$ cat config.mk
export PLATFORM = sky130hd
export DESIGN_NAME = lua_string_comment_range_finder_core
export DESIGN_NICKNAME = d
export VERILOG_FILES = /design/src/lscrf_pkg.sv /design/src/lscrf_in_stage.sv /design/src/lscrf_lexer.sv /design/src/lscrf_out_stage.sv /design/src/lua_string_comment_range_finder_core.sv
export SDC_FILE = /design/constraint.sdc
export NUM_CORES = 1
export LEC_CHECK = 0
export BUFFER_PORTS_ARGS = -buffer_cell sky130_fd_sc_hd__buf_2
export CAP_MARGIN = 20
export CORE_MARGIN = 2
export CORE_UTILIZATION = 55
export CTS_CLUSTER_SIZE = 8
export DETAILED_ROUTE_END_ITERATION = 10
export PLACE_DENSITY_LB_ADDON = 0.2
export SYNTH_ARGS = -nofsm -noshare
export SYNTH_HDL_FRONTEND = slang
export SYNTH_SLANG_ARGS = --single-unit
$ cat constraint.sdc
create_clock -name clk -period 6.76 [get_ports clk]
set_input_delay 0.676 -clock clk [delete_from_list [all_inputs] [get_ports clk]]
set_output_delay 0.676 -clock clk [all_outputs]
set_load 0.02 [all_outputs]
$ cat src/lscrf_pkg.sv
package lscrf_pkg;

  localparam int POSITION_BITS = 24;
  localparam int FIELD_BITS    = 24;
  localparam int CHAR_BITS     = 16;
  localparam int MODE_BITS     = 4;
  localparam int PEND_BITS     = 3;

  localparam logic [POSITION_BITS-1:0] POS_MAX = {POSITION_BITS{1'b1}};

  // Lexer modes.
  localparam logic [MODE_BITS-1:0] MODE_NORMAL   = 4'd0;
  localparam logic [MODE_BITS-1:0] MODE_SQUOTE   = 4'd1;
  localparam logic [MODE_BITS-1:0] MODE_DQUOTE   = 4'd2;
  localparam logic [MODE_BITS-1:0] MODE_LONGSTR  = 4'd3;
  localparam logic [MODE_BITS-1:0] MODE_LINECOM  = 4'd4;
  localparam logic [MODE_BITS-1:0] MODE_BLOCKCOM = 4'd5;
  localparam logic [MODE_BITS-1:0] MODE_DASH2    = 4'd6;
  localparam logic [MODE_BITS-1:0] MODE_DASH2BR  = 4'd7;

  // Pending lookahead flags.
  localparam logic [PEND_BITS-1:0] PEND_NONE    = 3'd0;
  localparam logic [PEND_BITS-1:0] PEND_DOT     = 3'd1;
  localparam logic [PEND_BITS-1:0] PEND_DASH    = 3'd2;
  localparam logic [PEND_BITS-1:0] PEND_BRACKET = 3'd4;
  localparam logic [PEND_BITS-1:0] PEND_ONE     = 3'd1;

  // Range kinds.
  localparam logic KIND_PROTECTED = 1'b0;
  localparam logic KIND_CONCAT    = 1'b1;

  // Character codes.
  localparam logic [CHAR_BITS-1:0] CH_DOT     = 16'h002E;
  localparam logic [CHAR_BITS-1:0] CH_DASH    = 16'h002D;
  localparam logic [CHAR_BITS-1:0] CH_LBRACK  = 16'h005B;
  localparam logic [CHAR_BITS-1:0] CH_RBRACK  = 16'h005D;
  localparam logic [CHAR_BITS-1:0] CH_DQUOTE  = 16'h0022;
  localparam logic [CHAR_BITS-1:0] CH_SQUOTE  = 16'h0027;
  localparam logic [CHAR_BITS-1:0] CH_BSLASH  = 16'h005C;
  localparam logic [CHAR_BITS-1:0] CH_NEWLINE = 16'h000A;

  typedef struct packed {
    logic [CHAR_BITS-1:0] char_code;
    logic                 end_of_text;
  } char_item_t;

  typedef struct packed {
    logic [FIELD_BITS-1:0] range_start;
    logic [FIELD_BITS-1:0] range_end;
    logic                  range_kind;
    logic                  position_saturated;
  } range_item_t;

  // Handshake between the pipeline stages.
  typedef struct packed {
    logic fire;
    logic emit;
  } step_t;

endpackage

$ cat src/lscrf_in_stage.sv
module lscrf_in_stage
  import lscrf_pkg::*;
(
  input  logic       clk,
  input  logic       rst,
  input  logic       char_valid,
  output logic       char_stall,
  input  char_item_t char_item,
  input  logic       advance,
  output logic       held_valid,
  output char_item_t held_item
);

  logic load;

  // The stage refills whenever it is empty or its current transaction moves on.
  assign load       = !held_valid || advance;
  assign char_stall = !load;

  always_ff @(posedge clk) begin
    if (rst) begin
      held_valid <= 1'b0;
    end else if (load) begin
      held_valid <= char_valid;
    end
  end

  always_ff @(posedge clk) begin
    if (load && char_valid) begin
      held_item <= char_item;
    end
  end

endmodule

$ cat src/lscrf_lexer.sv
module lscrf_lexer
  import lscrf_pkg::*;
(
  input  logic        clk,
  input  logic        rst,
  input  logic        fire,
  input  char_item_t  item,
  output logic        emit,
  output range_item_t result
);

  logic [MODE_BITS-1:0]     mode, mode_next;
  logic [PEND_BITS-1:0]     pend, pend_next;
  logic [POSITION_BITS-1:0] position, position_next;
  logic [POSITION_BITS-1:0] open_start, open_start_next;

  logic [POSITION_BITS-1:0] endp;
  logic [POSITION_BITS-1:0] prev;
  logic [POSITION_BITS-1:0] r_start;
  logic [POSITION_BITS-1:0] r_end;
  logic                     r_kind;
  logic [CHAR_BITS-1:0]     c;
  logic [CHAR_BITS-1:0]     quote_ch;

  assign c        = item.char_code;
  assign endp     = (position == POS_MAX) ? position : position + 1'b1;
  assign prev     = (position == '0) ? position : position - 1'b1;
  assign quote_ch = (mode == MODE_SQUOTE) ? CH_SQUOTE : CH_DQUOTE;

  always_comb begin
    mode_next       = mode;
    pend_next       = pend;
    open_start_next = open_start;
    position_next   = endp;
    emit            = 1'b0;
    r_start         = open_start;
    r_end           = endp;
    r_kind          = KIND_PROTECTED;

    unique case (mode)
      MODE_SQUOTE, MODE_DQUOTE: begin
        if (pend[0]) begin
          pend_next = PEND_NONE;
        end else if (c == CH_BSLASH) begin
          pend_next = PEND_ONE;
        end else if (c == quote_ch) begin
          mode_next = MODE_NORMAL;
          emit      = 1'b1;
        end
      end
      MODE_LONGSTR, MODE_BLOCKCOM: begin
        if (c == CH_RBRACK) begin
          if (pend[0]) begin
            pend_next = PEND_NONE;
            mode_next = MODE_NORMAL;
            emit      = 1'b1;
          end else begin
            pend_next = PEND_ONE;
          end
        end else begin
          pend_next = PEND_NONE;
        end
      end
      MODE_LINECOM, MODE_DASH2, MODE_DASH2BR: begin
        // A dash pair followed by two brackets opens a block comment;
        // anything else leaves a comment that runs to the newline.
        if (mode == MODE_DASH2 && c == CH_LBRACK) begin
          mode_next = MODE_DASH2BR;
        end else if (mode == MODE_DASH2BR && c == CH_LBRACK) begin
          mode_next = MODE_BLOCKCOM;
        end else if (c == CH_NEWLINE) begin
          mode_next = MODE_NORMAL;
          emit      = 1'b1;
          r_end     = position;
        end else begin
          mode_next = MODE_LINECOM;
        end
      end
      default: begin
        mode_next = MODE_NORMAL;
        pend_next = PEND_NONE;
        if (pend == PEND_DOT && c == CH_DOT) begin
          emit    = 1'b1;
          r_start = prev;
          r_end   = position;
          r_kind  = KIND_CONCAT;
        end else if (pend == PEND_DASH && c == CH_DASH) begin
          mode_next       = MODE_DASH2;
          open_start_next = prev;
        end else if (pend == PEND_BRACKET && c == CH_LBRACK) begin
          mode_next       = MODE_LONGSTR;
          open_start_next = prev;
        end else if (c == CH_DOT) begin
          pend_next = PEND_DOT;
        end else if (c == CH_DASH) begin
          pend_next = PEND_DASH;
        end else if (c == CH_LBRACK) begin
          pend_next = PEND_BRACKET;
        end else if (c == CH_DQUOTE) begin
          mode_next       = MODE_DQUOTE;
          open_start_next = position;
        end else if (c == CH_SQUOTE) begin
          mode_next       = MODE_SQUOTE;
          open_start_next = position;
        end
      end
    endcase

    // At the end of text an open range is closed at the end, and the
    // whole state starts over for the next text.
    if (item.end_of_text) begin
      if (!emit && mode_next != MODE_NORMAL) begin
        emit    = 1'b1;
        r_start = open_start_next;
        r_end   = endp;
        r_kind  = KIND_PROTECTED;
      end
      mode_next       = MODE_NORMAL;
      pend_next       = PEND_NONE;
      open_start_next = '0;
      position_next   = '0;
    end
  end

  always_ff @(posedge clk) begin
    if (rst) begin
      mode       <= MODE_NORMAL;
      pend       <= PEND_NONE;
      position   <= '0;
      open_start <= '0;
    end else if (fire) begin
      mode       <= mode_next;
      pend       <= pend_next;
      position   <= position_next;
      open_start <= open_start_next;
    end
  end

  assign result.range_start        = FIELD_BITS'(r_start);
  assign result.range_end          = FIELD_BITS'(r_end);
  assign result.range_kind         = r_kind;
  assign result.position_saturated = (position == POS_MAX);

endmodule

$ cat src/lscrf_out_stage.sv
module lscrf_out_stage
  import lscrf_pkg::*;
(
  input  logic        clk,
  input  logic        rst,
  input  step_t       step,
  input  range_item_t result,
  output logic        advance,
  output logic        range_valid,
  input  logic        range_stall,
  output range_item_t range_item
);

  // The register takes a new result once the current one has gone.
  assign advance = !range_valid || !range_stall;

  always_ff @(posedge clk) begin
    if (rst) begin
      range_valid <= 1'b0;
    end else if (advance) begin
      range_valid <= step.fire && step.emit;
    end
  end

  always_ff @(posedge clk) begin
    if (advance && step.fire && step.emit) begin
      range_item <= result;
    end
  end

endmodule

$ cat src/lua_string_comment_range_finder_core.sv
// A result passes through the input register, then the result register.
// Throughput: one character per cycle while the result register is not stalled;
// the lexer state update is a single short step, and a character that closes
// nothing yields no transaction.
// Reset (rst, synchronous): both stages empty, normal mode, position zero.
module lua_string_comment_range_finder_core
  import lscrf_pkg::*;
(
  input  logic        clk,
  input  logic        rst,
  input  logic        char_valid,
  output logic        char_stall,
  input  char_item_t  char_item,
  output logic        range_valid,
  input  logic        range_stall,
  output range_item_t range_item
);

  logic        advance;
  logic        held_valid;
  char_item_t  held_item;
  range_item_t result;
  logic        emit;
  step_t       step;

  assign step.fire = held_valid && advance;
  assign step.emit = emit;

  lscrf_in_stage u_in_stage (
    .clk        (clk),
    .rst        (rst),
    .char_valid (char_valid),
    .char_stall (char_stall),
    .char_item  (char_item),
    .advance    (advance),
    .held_valid (held_valid),
    .held_item  (held_item)
  );

  lscrf_lexer u_lexer (
    .clk    (clk),
    .rst    (rst),
    .fire   (step.fire),
    .item   (held_item),
    .emit   (emit),
    .result (result)
  );

  lscrf_out_stage u_out_stage (
    .clk         (clk),
    .rst         (rst),
    .step        (step),
    .result      (result),
    .advance     (advance),
    .range_valid (range_valid),
    .range_stall (range_stall),
    .range_item  (range_item)
  );

endmodule

## Yosys cells after proc, flatten, opt, wreduce, memory -nomap -nowiden

Cells that the tools add are included.

- Mux-type cells: 70
- Reductions and logical operators: 27
- Equality and inequality tests: 22
- $add $sub $neg: 2

Operators with widths:

| kind | number |
|---|---|
| $mux 24 | 23 |
| $eq 16x6->1 const B | 4 |
| $mux 4 | 15 |
| $eq 16x7->1 const B | 3 |
| $pmux 24 s2 | 1 |
| $mux 3 | 11 |
| $add 24x1->24 const B | 1 |
| $eq 24x24->1 const B | 1 |
| $logic_not 24->1 | 1 |
| $sub 24x1->24 const B | 1 |
| $mux 1 | 17 |
| $eq 16x16->1 | 1 |
| $eq 16x4->1 const B | 1 |
| $eq 4x3->1 const B | 4 |
| $pmux 4 s3 | 1 |
| $logic_and 1x1->1 | 11 |
| $pmux 3 s3 | 1 |
| $eq 4x2->1 const B | 2 |
| $reduce_or 7->1 | 1 |
| $logic_not 1->1 | 5 |
| $eq 4x1->1 const B | 1 |
| $ne 4x2->1 const B | 1 |
| $reduce_bool 4->1 | 1 |
| $reduce_or 2->1 | 2 |
| 10 further kinds | 11 |

- Logic and storage cells: 134
- Output and inout port bits: 52
- Input bits: 21
- Register bits after elaboration: 124

## Longest topological paths before layout

- Depth in word-level cells: 15
- Mapped depth: 11

## By module

A second synthesis with hierarchy kept.

- Cell total of the unflattened synthesis: 798
- Area, all modules: 7,040.5 sq um

By module, submodules not included:

| module | times used | sequential area each (sq um) | cells an instance | area each (sq um) |
|---|---|---|---|---|
| lscrf_lexer | 1 | 1,101.1 | 721 | 4,928.5 |
| lscrf_out_stage | 1 | 1,521.5 | 55 | 1,545.2 |
| lscrf_in_stage | 1 | 530.5 | 21 | 560.5 |
| lua_string_comment_range_finder_core | 1 | 0.0 | 1 | 6.3 |

## Worst setup path before layout

OpenSTA, ideal clock, no wires.

- Path kind: register to register
- Start: reg u_in_stage.held_item[10] (netlist name)
- End: reg u_out_stage.range_item[0] (netlist name)
- Period minus slack after synthesis: 5.004 ns
- Path buffers: 1
- Data required time: 6.302 ns
- Stages on the path, launching flop included: 9
- Library setup time: 0.458 ns
- Arrival: 4.546 ns
- Slack: 1.756 ns
- Cells stage by stage: edfxtp_1 -> or4_1 -> buf_2 -> nor4_2 -> and3_1 -> a311oi_2 -> o32ai_4 -> nor3_1 -> nor2_1

- Word-level cells in the longest chain between the ends: 15
- Elaborated cells between the ends (all ways): 45

Ends and longest elaborated chain:

| what | line | text |
|---|---|---|
| $eq 16x6->1 | lscrf_lexer.sv:102 | `end else if (c == CH_SQUOTE) begin` |
| $mux 1 | lscrf_lexer.sv:102 |  |
| $mux 4 | lscrf_lexer.sv:99 | `end else if (c == CH_DQUOTE) begin` |
| $mux 4 | lscrf_lexer.sv:97 | `end else if (c == CH_LBRACK) begin` |
| $mux 4 | lscrf_lexer.sv:95 | `end else if (c == CH_DASH) begin` |
| $mux 4 | lscrf_lexer.sv:93 | `end else if (c == CH_DOT) begin` |
| $mux 4 | lscrf_lexer.sv:90 | `end else if (pend == PEND_BRACKET && c == CH_LBRACK) begin` |
| $mux 4 | lscrf_lexer.sv:87 | `end else if (pend == PEND_DASH && c == CH_DASH) begin` |
| $mux 4 | lscrf_lexer.sv:82 | `if (pend == PEND_DOT && c == CH_DOT) begin` |
| $pmux 4 s3 | lscrf_lexer.sv:40 | `unique case (mode)` |
| $reduce_bool 4->1 | lscrf_lexer.sv:112 | `if (!emit && mode_next != MODE_NORMAL) begin` |
| $logic_and 1x1->1 | lscrf_lexer.sv:112 |  |
| $mux 1 | lscrf_lexer.sv:112 |  |
| $mux 1 * | lscrf_lexer.sv:111 | `if (item.end_of_text) begin` |
| $logic_and 1x1->1 * | lscrf_out_stage.sv:26 | `if (advance && step.fire && step.emit) begin` |

Mark *: on every way between the ends. The rest lies on a longest branch, timed or not.
A chain may end at the register's enable or synchronous reset.

## Worst setup path after layout

- Start: reg u_in_stage.held_item[10] (netlist name)
- End: reg u_out_stage.range_item[44] (netlist name)

- Word-level cells in the longest chain between the ends: 15
- Elaborated cells between the ends (all ways): 45

Ends and longest elaborated chain:

| what | line |
|---|---|
| $eq 16x6->1 | lscrf_lexer.sv:102 |
| $mux 1 | lscrf_lexer.sv:102 |
| $mux 4 | lscrf_lexer.sv:99 |
| $mux 4 | lscrf_lexer.sv:97 |
| $mux 4 | lscrf_lexer.sv:95 |
| $mux 4 | lscrf_lexer.sv:93 |
| $mux 4 | lscrf_lexer.sv:90 |
| $mux 4 | lscrf_lexer.sv:87 |
| $mux 4 | lscrf_lexer.sv:82 |
| $pmux 4 s3 | lscrf_lexer.sv:40 |
| $reduce_bool 4->1 | lscrf_lexer.sv:112 |
| $logic_and 1x1->1 | lscrf_lexer.sv:112 |
| $mux 1 | lscrf_lexer.sv:112 |
| $mux 1 * | lscrf_lexer.sv:111 |
| $logic_and 1x1->1 * | lscrf_out_stage.sv:26 |

Marks and branches as above.

==> results.md <==
* CTS Hold Bufs at 0
* Worst hold-check path type: primary input to flop
* Iteration-0 DRC Markers at 795
* Post-route ant nets at 0
* Fin. Hold Viols at 0
* Row cnt at 42
* CP Cell Sequence: or4_1, nor4_1, a22o_1, o21ai_1, a31oi_2, nor3_1, nor2_4, buf_4
* WL final at 21,300 um
* Post-layout min period at 4.48 ns
* Sequential fraction of the synthesis area at 42.3%
* Largest net degree at the start of global routing at 43
* Top cells by area, synth: edfxtp_1 27%, dfxtp_1 15%, mux2i_1 4.3%, a21oi_1 3.8%, nand2_1 3.4%
* CP Depth at 8
* Buffers plus inverters on the worst setup path at 1
* Mapped Cells at 829
* Startpoint type of the worst setup path: flop
* H-tree depth at 4
* Commonest cells in the synthesized netlist: 67 x edfxtp_1, 67 x nand2_1, 67 x nor2_1
* Number of flops mapped to enable cells by yosys at 67
* Critical path's top delay family: simple AND/OR/NAND/NOR gates
* CTS root buf: clkbuf_16
* Layout Skew at 0.00603 ns
* Final Net Count at 882
* First-pass GRT wire length at 34,000 um
* Setup bufs post-CTS at 0
* DIE WIDTH at 120 um
* Worst Reg-to-Reg Cells at 8
* Crit path max fanout at 26
* Ports at 73
* Antenna violations before repair at 0
* Share of the synthesized area in the top cell type at 27.0%
* WP data arrival at 4.56 ns
* Syn. warnings at 0
* Router iterations before antenna repair at 5
* Mapped cell area at 7450 sq um
* Slew HR at 25.9%
* Maximum root-to-sink buffer count at 2
* Fmax at 223 MHz
* Die footprint at 14,500 sq um
* Syn_nets at 853
* R2R Setup Slk at 2.28 ns
* Synth area leader: edfxtp_1
* Hold path depth at 1
* Register bit count reported by yosys at 124
* Dpl hpwl at 14,600 um
* Vias in the first global route at 6,462
* Area of the core at 13,200 sq um
* Per-cell routed wire length at 20.3 um
* Total GRT Usage at 30.2%
* Clk sinks at 124
* Synth Flop Type: edfxtp_1
* Cts bufs inserted at 17
* Vias at 6,783
* Total power at 0.00183 W
* Final Cycle Share at 66.3%
* Residual DRC count at 0
* TritonCTS clock tree: done
* Largest stage delay, worst path at 0.66 ns
* Share of cells above drive strength 1 at 14.6%
* WP data required at 6.84 ns
* Synth async-reset ratio at 0%
* Worst-margin pin slew at 1.11 ns
* GPL Wtd Cong at 0.919
* Clk pin slew, worst setup/hold paths at 0.06 ns
* Final core occ at 63.7%
* Final TNS setup at 0 ns
* Synth-to-layout area growth at 13.2%
* Port bufs at 72
* Pins Over Slew Limit at 0
* CP Class: flop to flop
* Unrepaired setup endpoints after global routing: false
* Gr ovfl total at 0
* VDD IR max at 186 uV
* N_diodes at 0
* Initial core utilization at 56.2%
* Leak at 3.28 nW
* Die height at 120 um
* Number of distinct library cells after synthesis at 77
* Vias per cell at 6.48
* Worst-Skew Late Latency at 0.42 ns
* MaxCap Viol Count at 0
* Final setup fails at 0
* Synthesized area per cell at 8.98 sq um
* Post-CTS sizing at 0
* Pwr/cell area at 217 nW/um^2
* Status: finished, final reports clean
* Slowest library cell on the worst path: or4_1
* Crit. End Element: flop
==> worst paths after layout <==
| check | from | end |
|---|---|---|
| setup / recovery | u_in_stage.held_item[10]$_DFFE_PP_ | u_out_stage.range_item[44]$_DFFE_PP_ |
| hold / removal | char_item[3] | u_in_stage.held_item[3]$_DFFE_PP_ |
| setup reg to reg | u_in_stage.held_item[10]$_DFFE_PP_ | u_out_stage.range_item[44]$_DFFE_PP_ |
| hold reg to reg | u_lexer.open_start[9]$_SDFFE_PP0P_ | u_lexer.open_start[9]$_SDFFE_PP0P_ |
==> registers in the layout (all words and copies together), names as in the netlist <==
signal                   flops
u_out_stage.range_item      50
u_out_stage.range_valid      1
u_lexer.mode                 4
u_lexer.open_start          24
u_in_stage.held_valid        1
u_lexer.position            24
u_in_stage.held_item        17
u_lexer.pend                 3
==> where the power goes <==
part | internal [W] | switching (W) | total (W) | leakage (nW)
Clock | 0.000620 | 0.000338 | 0.000958 | 0.296
Sequential | 0.000796 | 0.00000949 | 0.000805 | 1.09
Combinational | 0.0000224 | 0.0000449 | 0.0000672 | 1.89
Total | 0.00144 | 0.000393 | 0.00183 | 3.28
==> placed cells by master, fill, tap and decap left out, drive strengths merged, types with 6 or more instances in the layout <==
cell type	synthesis	routed
a21oi	57	57
a22o	7	7
a22oi	6	6
a31oi	9	9
and3	13	13
and4	7	7
buf	6	81
clkbuf	65	23
dfxtp	57	57
edfxtp	67	67
inv	10	11
mux2	8	8
mux2i	32	32
nand2	67	67
nand2b	10	10
nand3	25	25
nand3b	6	6
nand4	15	15
nor2	68	68
nor3	29	29
nor3b	7	7
nor4	19	19
o211ai	7	7
o21ai	64	64
o22a	6	6
o31ai	9	9
o32ai	6	6
or3	21	21
or4	10	10
xnor2	25	25
xor2	21	21
==> final cells by class <==
class,instances,area [sq um]
multi-input combinational,623,3970
sequential,124,3150
inverter,11,41.3
clock inverter,9,135
tap,176,220
fill,1156,4810
timing repair buffer,81,428
clock buffer,23,488
==> per-stage QoR <==
step | cells | setup slack, ns | hold WS, ns | area (sq um)
floorplan | 829 | 1.76 | 0.439 | 7450
global placement | 1015 | 2.49 | 0.453 | 7810
detailed placement | 1015 | 2.35 | 0.461 | 7810
CTS | 1047 | 2.30 | 0.426 | 8430
global route | 1047 | 1.97 | 0.418 | 8430
finish | 1047 | 2.28 | 0.431 | 8430
==> kinds of logic (layout without fill, tap and decap cells) <==
family          Yosys count  after routing  share of synthesized area, %
fa+ha+maj                 3              3                         0.504
mux                      40             40                          5.51
xor+xnor                 46             46                          5.41
compound gates          210            210                          18.4
buf+inv                  82            124                          4.49
simple gates            324            324                          23.4
flops                   124            124                          42.3
==> metal layers <==
metal,up-vias,GRT usage [%],routed length [um]
met1,3255,38.0,8620
met5,-,0,0
li1,3154,-,-
met3,65,6.32,1450
met4,0,14.3,884
met2,309,49.6,10300
Power figures use the tool's default switching activity.
